<file path="src/design/bbcd_pkg.sv">
// Package for the block buffer cache directory.
// Holds sizes, operation and status codes, payload structs and the controller state and command types.
// No dependencies.
package bbcd_pkg;

  localparam int NUM_SLOTS       = 32;
  localparam int NUM_DISK_BLOCKS = 8192;
  localparam int AGE_BITS        = 16;

  localparam int SLOT_W    = $clog2(NUM_SLOTS);
  localparam int LANES     = 1 << SLOT_W;
  localparam int LEVELS    = SLOT_W;
  localparam int LVL_CNT_W = $clog2(LEVELS + 1);
  localparam int TAG_W     = $clog2(NUM_DISK_BLOCKS);
  localparam int BN_W      = 16;
  localparam int KEY_W     = AGE_BITS + 1;

  typedef enum logic [1:0] {
    FUNC_LOOKUP = 2'd0,
    FUNC_ALLOC  = 2'd1,
    FUNC_DIRTY  = 2'd2
  } func_t;

  typedef enum logic [1:0] {
    STATUS_OK   = 2'd0,
    STATUS_OOB  = 2'd1,
    STATUS_MISS = 2'd2
  } status_t;

  typedef struct packed {
    func_t            func;
    logic [BN_W-1:0]  block_number;
  } in_t;

  typedef struct packed {
    status_t     status;
    logic [4:0]  slot_index;
    logic        writeback_valid;
    logic [12:0] writeback_block;
  } out_t;

  typedef enum logic [2:0] {
    ST_IDLE,
    ST_LOAD,
    ST_REDUCE,
    ST_COMMIT,
    ST_RESP
  } state_t;

  typedef struct packed {
    logic capture;
    logic load;
    logic reduce;
    logic commit;
  } cmd_t;

endpackage

</file>
<file path="src/design/bbcd_ctrl.sv">
// Controller of the block buffer cache directory.
// Sequences capture, lane load, tree reduction and commit; drives the handshakes.
// Depends on bbcd_pkg.
module bbcd_ctrl (
  input  logic          clk,
  input  logic          rst,
  input  logic          in_valid,
  output logic          in_ready,
  output logic          out_valid,
  input  logic          out_ready,
  output bbcd_pkg::cmd_t cmd
);
  import bbcd_pkg::*;

  localparam logic [LVL_CNT_W-1:0] LVL_LAST = LVL_CNT_W'(LEVELS - 1);

  state_t                state;
  state_t                state_next;
  logic [LVL_CNT_W-1:0]  lvl_cnt;

  always_ff @(posedge clk) begin
    if (rst) begin
      state   <= ST_IDLE;
      lvl_cnt <= '0;
    end else begin
      state <= state_next;
      if (state == ST_REDUCE) begin
        lvl_cnt <= lvl_cnt + 1'b1;
      end else begin
        lvl_cnt <= '0;
      end
    end
  end

  always_comb begin
    state_next = state;
    cmd        = '0;
    in_ready   = 1'b0;
    out_valid  = 1'b0;
    unique case (state)
      ST_IDLE: begin
        in_ready = 1'b1;
        if (in_valid) begin
          cmd.capture = 1'b1;
          state_next  = ST_LOAD;
        end
      end
      ST_LOAD: begin
        cmd.load   = 1'b1;
        state_next = ST_REDUCE;
      end
      ST_REDUCE: begin
        cmd.reduce = 1'b1;
        if (lvl_cnt == LVL_LAST) begin
          state_next = ST_COMMIT;
        end
      end
      ST_COMMIT: begin
        cmd.commit = 1'b1;
        state_next = ST_RESP;
      end
      ST_RESP: begin
        out_valid = 1'b1;
        if (out_ready) begin
          in_ready = 1'b1;
          if (in_valid) begin
            cmd.capture = 1'b1;
            state_next  = ST_LOAD;
          end else begin
            state_next = ST_IDLE;
          end
        end
      end
      default: begin
        state_next = ST_IDLE;
      end
    endcase
  end

`ifndef ASSERT_OFF
  a_one_cmd: assert property (@(posedge clk) disable iff (rst)
    $onehot0({cmd.load, cmd.reduce, cmd.commit}))
    else $error("more than one datapath step at once");

  a_commit_shows: assert property (@(posedge clk) disable iff (rst)
    cmd.commit |=> out_valid)
    else $error("result not presented after commit");

  a_reduce_len: assert property (@(posedge clk) disable iff (rst)
    (state == ST_REDUCE && lvl_cnt == LVL_LAST) |=> cmd.commit)
    else $error("reduction did not end in commit");
`endif

endmodule

</file>
<file path="src/design/bbcd_dp.sv">
// Datapath of the block buffer cache directory.
// Holds slot state, the candidate reduction lanes and the result register.
// Depends on bbcd_pkg.
module bbcd_dp (
  input  logic           clk,
  input  logic           rst,
  input  bbcd_pkg::cmd_t  cmd,
  input  bbcd_pkg::in_t   in_data,
  output bbcd_pkg::out_t  out_data
);
  import bbcd_pkg::*;

  localparam logic [AGE_BITS-1:0] AGE_MAX = {AGE_BITS{1'b1}};

  in_t                  req;
  logic                 req_oob;
  logic [NUM_SLOTS-1:0] slot_valid;
  logic [NUM_SLOTS-1:0] slot_dirty;
  logic [TAG_W-1:0]     slot_tag [NUM_SLOTS];
  logic [AGE_BITS-1:0]  slot_age [NUM_SLOTS];
  logic [AGE_BITS-1:0]  age_inc  [NUM_SLOTS];

  logic [KEY_W-1:0]     cand_key   [LANES];
  logic [SLOT_W-1:0]    cand_idx   [LANES];
  logic                 cand_dirty [LANES];
  logic [TAG_W-1:0]     cand_tag   [LANES];

  logic [TAG_W-1:0]     req_tag;
  logic                 is_alloc;
  logic                 is_mark;
  logic                 win_hit;
  logic [SLOT_W-1:0]    win_idx;
  logic                 evict_dirty;
  out_t                 res;
  out_t                 res_next;

  assign req_tag  = req.block_number[TAG_W-1:0];
  assign is_alloc = (req.func == FUNC_ALLOC);
  assign is_mark  = (req.func == FUNC_DIRTY);
  assign win_idx  = cand_idx[0];
  assign win_hit  = cand_key[0][AGE_BITS];
  assign evict_dirty = !win_hit && cand_dirty[0];

  always_comb begin
    for (int i = 0; i < NUM_SLOTS; i++) begin
      age_inc[i] = (slot_age[i] == AGE_MAX) ? slot_age[i] : slot_age[i] + 1'b1;
    end
  end

  always_comb begin
    res_next = '0;
    if (req_oob) begin
      res_next.status = STATUS_OOB;
    end else begin
      unique case (req.func)
        FUNC_ALLOC: begin
          res_next.status          = STATUS_OK;
          res_next.slot_index      = 5'(win_idx);
          res_next.writeback_valid = evict_dirty;
          res_next.writeback_block = evict_dirty ? 13'(cand_tag[0]) : 13'd0;
        end
        default: begin
          if (win_hit) begin
            res_next.status     = STATUS_OK;
            res_next.slot_index = 5'(win_idx);
          end else begin
            res_next.status = STATUS_MISS;
          end
        end
      endcase
    end
  end

  always_ff @(posedge clk) begin
    if (cmd.capture) begin
      req     <= in_data;
      req_oob <= {1'b0, in_data.block_number} >= (BN_W + 1)'(NUM_DISK_BLOCKS);
    end
    if (cmd.commit) begin
      res <= res_next;
    end
  end

  always_ff @(posedge clk) begin
    if (cmd.load) begin
      for (int i = 0; i < LANES; i++) begin
        cand_idx[i] <= SLOT_W'(i);
        if (i < NUM_SLOTS) begin
          cand_dirty[i] <= slot_dirty[i];
          cand_tag[i]   <= slot_tag[i];
          if (is_alloc) begin
            cand_key[i] <= slot_valid[i] ? {1'b0, age_inc[i]} : {1'b1, {AGE_BITS{1'b0}}};
          end else begin
            cand_key[i] <= {slot_valid[i] && (slot_tag[i] == req_tag), {AGE_BITS{1'b0}}};
          end
        end else begin
          cand_dirty[i] <= 1'b0;
          cand_tag[i]   <= '0;
          cand_key[i]   <= '0;
        end
      end
    end else if (cmd.reduce) begin
      for (int i = 0; i < LANES / 2; i++) begin
        if (cand_key[2*i+1] > cand_key[2*i]) begin
          cand_key[i]   <= cand_key[2*i+1];
          cand_idx[i]   <= cand_idx[2*i+1];
          cand_dirty[i] <= cand_dirty[2*i+1];
          cand_tag[i]   <= cand_tag[2*i+1];
        end else begin
          cand_key[i]   <= cand_key[2*i];
          cand_idx[i]   <= cand_idx[2*i];
          cand_dirty[i] <= cand_dirty[2*i];
          cand_tag[i]   <= cand_tag[2*i];
        end
      end
    end
  end

  always_ff @(posedge clk) begin
    if (cmd.commit && !req_oob && is_alloc) begin
      for (int i = 0; i < NUM_SLOTS; i++) begin
        if (win_idx == SLOT_W'(i)) begin
          slot_tag[i] <= req_tag;
        end
      end
    end
  end

  always_ff @(posedge clk) begin
    if (rst) begin
      slot_valid <= '0;
      slot_dirty <= '0;
      for (int i = 0; i < NUM_SLOTS; i++) begin
        slot_age[i] <= '0;
      end
    end else begin
      if (cmd.load && !req_oob && is_alloc) begin
        for (int i = 0; i < NUM_SLOTS; i++) begin
          slot_age[i] <= age_inc[i];
        end
      end
      if (cmd.commit && !req_oob) begin
        for (int i = 0; i < NUM_SLOTS; i++) begin
          if (win_idx == SLOT_W'(i)) begin
            if (is_alloc) begin
              slot_valid[i] <= 1'b1;
              slot_dirty[i] <= 1'b0;
              slot_age[i]   <= '0;
            end else if (is_mark && win_hit) begin
              slot_dirty[i] <= 1'b1;
            end
          end
        end
      end
    end
  end

  assign out_data = res;

`ifndef ASSERT_OFF
  a_alloc_valid: assert property (@(posedge clk) disable iff (rst)
    (cmd.commit && !req_oob && is_alloc) |=> slot_valid[$past(win_idx)])
    else $error("allocated slot not valid");

  a_wb_ok: assert property (@(posedge clk) disable iff (rst)
    $past(cmd.commit) |-> (!res.writeback_valid || res.status == STATUS_OK))
    else $error("write-back reported on a failed request");

  a_idx_zero: assert property (@(posedge clk) disable iff (rst)
    $past(cmd.commit) |-> (res.status == STATUS_OK || res.slot_index == 5'd0))
    else $error("slot index set on a failed request");
`endif

endmodule

</file>
<file path="src/design/block_buffer_cache_directory_top.sv">
// Directory of a fully associative block buffer with oldest-first replacement. Each request
// word passes through capture, then aging of the slots (allocations only) and loading of the
// candidate lanes, then one step per level of the registered max/first-match tree, and a
// commit of the slot update. A new word is taken in the cycle its predecessor's result is
// taken, so the block holds only one request at a time.
// Depends on bbcd_pkg, bbcd_ctrl and bbcd_dp.
module block_buffer_cache_directory_top (
  input  logic          clk,
  input  logic          rst,
  input  logic          in_valid,
  output logic          in_ready,
  input  bbcd_pkg::in_t  in_data,
  output logic          out_valid,
  input  logic          out_ready,
  output bbcd_pkg::out_t out_data
);
  import bbcd_pkg::*;

  cmd_t cmd;

  bbcd_ctrl u_ctrl (
    .clk       (clk),
    .rst       (rst),
    .in_valid  (in_valid),
    .in_ready  (in_ready),
    .out_valid (out_valid),
    .out_ready (out_ready),
    .cmd       (cmd)
  );

  bbcd_dp u_dp (
    .clk      (clk),
    .rst      (rst),
    .cmd      (cmd),
    .in_data  (in_data),
    .out_data (out_data)
  );

endmodule

</file>
<file path="config.mk">
export PLATFORM = sky130hd
export DESIGN_NAME = block_buffer_cache_directory_top
export DESIGN_NICKNAME = d
export VERILOG_FILES = /design/src/design/bbcd_pkg.sv /design/src/design/bbcd_ctrl.sv /design/src/design/bbcd_dp.sv /design/src/design/block_buffer_cache_directory_top.sv
export SDC_FILE = /design/constraint.sdc
export NUM_CORES = 2
export LEC_CHECK = 0
export BUFFER_PORTS_ARGS = -buffer_cell sky130_fd_sc_hd__clkbuf_2
export CORE_MARGIN = 5
export CORE_UTILIZATION = 67
export CTS_CLUSTER_SIZE = 12
export DETAILED_ROUTE_END_ITERATION = 16
export HOLD_SLACK_MARGIN = 0.12
export PLACE_DENSITY = 0.83
export SLEW_MARGIN = 25
export SYNTH_ARGS = -nofsm -noshare
export SYNTH_HDL_FRONTEND = slang
export SYNTH_SLANG_ARGS = --single-unit
</file>
<file path="constraint.sdc">
create_clock -name clk -period 40.7 [get_ports clk]
set_input_delay 2.035 -clock clk [delete_from_list [all_inputs] [get_ports clk]]
set_output_delay 2.035 -clock clk [all_outputs]
set_load 0.005 [all_outputs]
</file>
# Word level (Yosys, flattened, before mapping)
# Memory sizes are Yosys's and may differ from the RTL's.
# Index checks and enable logic that the tools add are counted.
[totals]
mem_count = 6
output_inout_bits = 23
register_bits = 107
ram_bits = 2080
wordCells = 1370
in_bits = 22
[op_classes]
n_bitwise = 227
reduce_logical = 143
add_sub_neg = 33
eq_ne = 105
mux = 765
magnitude_cmp = 17
[mem_list]
columns = ["memory", "depth", "width", "read_ports", "rd_clocked_by_memory_dff", "wr", "line", "rtl"]
rows = [
  ["u_dp.cand_key", 32, 17, 32, 0, 32, "bbcd_dp.sv:23", "logic [KEY_W-1:0] cand_key [LANES];"],
  ["u_dp.slot_age", 32, 16, 32, 0, 32, "bbcd_dp.sv:20", "logic [AGE_BITS-1:0] slot_age [NUM_SLOTS];"],
  ["u_dp.cand_tag", 32, 13, 32, 0, 32, "bbcd_dp.sv:26", "logic [TAG_W-1:0] cand_tag [LANES];"],
  ["u_dp.slot_tag", 32, 13, 32, 0, 1, "bbcd_dp.sv:19", "logic [TAG_W-1:0] slot_tag [NUM_SLOTS];"],
  ["u_dp.cand_idx", 32, 5, 32, 0, 32, "bbcd_dp.sv:24", "logic [SLOT_W-1:0] cand_idx [LANES];"],
  ["u_dp.cand_dirty", 32, 1, 32, 0, 32, "bbcd_dp.sv:25", "logic cand_dirty [LANES];"],
]
[ops]
columns = ["cell", "count"]
rows = [
  ["$mux W17", 96],
  ["$mux W16", 96],
  ["$mux W13", 63],
  ["$add A16 B1 Y16 const B", 32],
  ["$eq A16 B16 Y1 const B", 32],
  ["$mux W1", 438],
  ["$eq A13 B13 Y1", 32],
  ["$reduce_or A13 Y1", 31],
  ["$mux W5", 64],
  ["$gt A17 B17 Y1", 16],
  ["$or A1 B1 Y1", 224],
  ["$reduce_and A3 Y1", 65],
  ["$eq A5 B5 Y1 const B", 16],
  ["$eq A5 B4 Y1 const B", 8],
  ["$logic_and A1 B1 Y1", 38],
  ["$eq A5 B3 Y1 const B", 4],
  ["$ge A16 B14 Y1 const B", 1],
  ["$pmux W3 S5", 1],
  ["$eq A5 B2 Y1 const B", 2],
  ["$mux W3", 3],
  ["$eq A3 B2 Y1 const B", 2],
  ["$eq A3 B3 Y1 const B", 2],
  ["$mux W6", 1],
  ["$ne A2 B2 Y1 const B", 3],
  ["14 further kinds", 20],
]

# Longest topological paths before layout
[logic_depth]
word_depth = 38
depth_mapped = 11

# Hierarchy
# From an unflattened synthesis, not the netlist that was laid out.
[unflattened]
hier_cells = 9096
area_unflattened_um2 = 102951.2
[modules_own_cells]
columns = ["mod", "seq_area_each_um2", "cells_per_inst", "n_inst", "area_each_um2"]
rows = [
  ["bbcd_dp", 58616.2, 9063, 1, 102614.7],
  ["bbcd_ctrl", 120.1, 33, 1, 336.6],
]

# Worst setup path before layout
# OpenSTA, ideal clock, no wires.
[synth_timing]
path_kind = "reg-to-reg"
from = "register u_ctrl.state[2]"
to = "memory u_dp.cand_dirty[16][0] (netlist: u_dp.cand_dirty[4][0]) (enable)"
slack_ns = 25.505
synth_period_minus_slack_ns = 15.195
t_required_ns = 39.669
stages_incl_launch_ff = 6
setup_time_ns = 1.031
path_buffers = 3
arrival_ns = 14.164
path_cell_list = "dfxtp_1 buf_6 or3b_1 buf_2 clkinv_1 clkbuf_1"
[synth_lines]
columns = ["element", "line", "rtl"]
rows = [
  ["from (decl)", "bbcd_ctrl.sv:17", "state_t state;"],
  ["from (signal assigned)", "bbcd_ctrl.sv:26", "state <= state_next;"],
  ["to (decl)", "bbcd_dp.sv:25", ""],
]

==> qor.txt <==
status: finished, final reports clean
Vias: 70,000
DIE AREA: 157,000 µm²
fin nets: 9,001
WS Path Type: reg -> reg
worst path arrival time: 6220 ps
Routed Antenna Nets: 0
clock tree buffer depth: 3
area leader, netlist: edfxtp_1
Clock Latency Late Sink: 820 ps
Clock Skew: 24.1 ps
RSZ-0062 raised after global routing: false
Cell Rows: 141
CP Launch Type: flip-flop
area grow syn2layout: 8.59%
DRT Pass-1 Iters: 8
number of synthesis warnings: 0
DRC: 0
GP Congestion: 0.951
WL per Instance: 24.0 µm
sequential area share after synthesis: 0.589
Filler Cell Count: 9,550
Post-CTS Setup Bufs: 0
Post-CTS Hold Buffers: 0
top cell type's share of synthesized area: 0.520
Post-Syn Instances: 8,720
first-pass GRT wire length: 392,000 µm
Vias/cell: 6.50
Area contributors post-synth: edfxtp_1 (52%), dfxtp_1 (6.9%), mux2i_1 (5.0%)
drt first-iter violations: 8,904
final hold violations: 0
# Max-Cap Violations: 0
port buffer count: 44
slew margin rel.: 0.208
layout cells sized above 1: 0.0613
Syn Std Cell Area: 99,800 µm²
PwrDens: 44.6 nW/µm²
fin crit share: 0.142
LEAKAGE: 0.0386 µW
clk slew on worst S/H paths: 60 ps
Syn Area/Cell: 11.4 µm²
FF+latch count, synth: 2,070
Hold Crit Class: reg -> reg
initial antenna violation count: 21
CTS tree: done
grt total ovfl: 0
CP Capture Type: flip-flop
htree depth: 4
Hold WS: 419 ps
IO Count: 45
vias in the first global route: 67,300
worst-margin pin slew: 1180 ps
Final Max Slew Viols: 0
Final min period: 5800 ps
largest net degree at the start of global routing: 196
Clock Tree Root: clkbuf_16
Setup-failing EPs final: 0
ys flop type: edfxtp_1
Peak VDD IR: 0.0463 mV
post-detail-place hpwl: 177,000 µm
utilization after layout: 0.733
Chip Height: 396 µm
Worst Path Required: 41,120 ps
core area: 148,000 µm²
EDFF count, synth: 1,728
initial core utilization: 0.675
f_max: 0.172 GHz
Synth async-reset ratio: 0
Post-Route WL: 259,000 µm
CTS Buf Count: 206
syn nets: 9,048
worst-path maximum fanout: 77
overall global routing resource usage: 0.324
Die X-Extent: 396 µm
Netlist cell types: 79
setup TNS: 0 ps
post-cts sizing count: 0
CTS sink count: 2,070
sequential cells by signal, indices dropped and copies added, names as in the netlist:
name,flops
u_dp.out_data,21
u_dp.cand_dirty,32
u_dp.slot_valid,32
u_dp.cand_tag,416
u_dp.req,15
u_dp.slot_tag,416
u_dp.cand_key,544
u_dp.req_oob,1
u_ctrl.lvl_cnt,3
u_dp.slot_age,512
u_dp.cand_idx,43
u_ctrl.state,3
u_dp.slot_dirty,32
power breakdown:
group | internal [µW] | switching, µW
Clock | 1030 | 790
Combinational | 162 | 341
Sequential | 2430 | 76.6
Total | 3620 | 1210
worst max-delay path: stages, from the launching register on:
cell and delay (ps):
dfxtp_1 430, nand2b_1 170, nor2_4 100, buf_4 670, inv_8 310, nand2_4 800
buf_4 900, buf_4 830, buf_4 930
area by class of cell:
class / count / area [µm²] / share of cell area
Antenna cell: 4 / 10.0 / 0.0000924
Clock buffer: 328 / 5860 / 0.0541
Clock inverter: 49 / 514 / 0.00475
Inverter: 335 / 1270 / 0.0117
Multi-Input combinational cell: 5897 / 38300 / 0.354
Sequential cell: 2070 / 58700 / 0.542
Tap cell: 1930 / 2410 / 0.0223
Timing Repair Buffer: 163 / 1230 / 0.0114
synthesized netlist by cell type (306+ instances only):
cell and instances:
dfxtp_1 342, inv_1 332, mux2i_1 494, nand2_1 631, nand3_1 375, a21oi_1 343, nor2_1 1013, edfxtp_1 1728
ha_1 306, xor2_1 433, xnor2_1 436, o21ai_0 421
worst paths after layout:
| kind | startpoint | end | slack (ps) | cells past startpoint |
|---|---|---|---|---|
| hold / removal | u_dp.slot_dirty[29]$_SDFFE_PP0P_ | u_dp.cand_dirty[7][1]$_DFFE_PP_ | 420 | 0 |
| hold reg to reg | u_dp.slot_dirty[29]$_SDFFE_PP0P_ | u_dp.cand_dirty[7][1]$_DFFE_PP_ | 420 | 0 |
| setup reg to reg | u_ctrl.state[1]$_SDFFE_PP0P_ | u_dp.cand_key[1][87]$_DFFE_PP_ | 34900 | 8 |
| setup / recovery | u_ctrl.state[1]$_SDFFE_PP0P_ | u_dp.cand_key[1][87]$_DFFE_PP_ | 34900 | 8 |
metrics by stage:
stage          cell area [µm²]  instances  setup slack [ps]  total power, µW
3_3_place_gp            102000      10400             34760             3010
3_5_place_dp            102000      10400             34590             3030
6_report                108000      10800             34900             4830
4_1_cts                 108000      10800             35040             4830
2_1_floorplan            99800       8720             25510             2900
5_1_grt                 108000      10800             34640             4970
cells by family (layout without fill, tap and decap cells):
group / Yosys count / in the layout / synth area share
other: 0 / 4 / 0
AND/OR/NAND/NOR: 2950 / 2950 / 0.140
adder cells (fa/ha/maj): 306 / 306 / 0.0384
buffers and inverters: 753 / 875 / 0.0298
multiplexers: 519 / 519 / 0.0524
AO/OA/AOI/OAI: 1253 / 1253 / 0.0748
flip-flops: 2070 / 2070 / 0.589
XOR/XNOR: 869 / 869 / 0.0763
placed cells by master (no fill, tap or decap), types with 306 or more instances in the layout:
cell type     n
edfxtp_1   1728
nor2_1     1000
nand2_1     629
mux2i_1     494
xnor2_1     436
xor2_1      433
o21ai_0     403
nand3_1     374
dfxtp_1     342
a21oi_1     338
inv_1       332
ha_1        306
per-layer routing:
layer  track usage  part of all wire
met1         0.435              0.38
met3        0.0740              0.11
met2         0.510              0.46
met5             0           0.00077
met4         0.144             0.050
(Power assumes the default switching activity.)
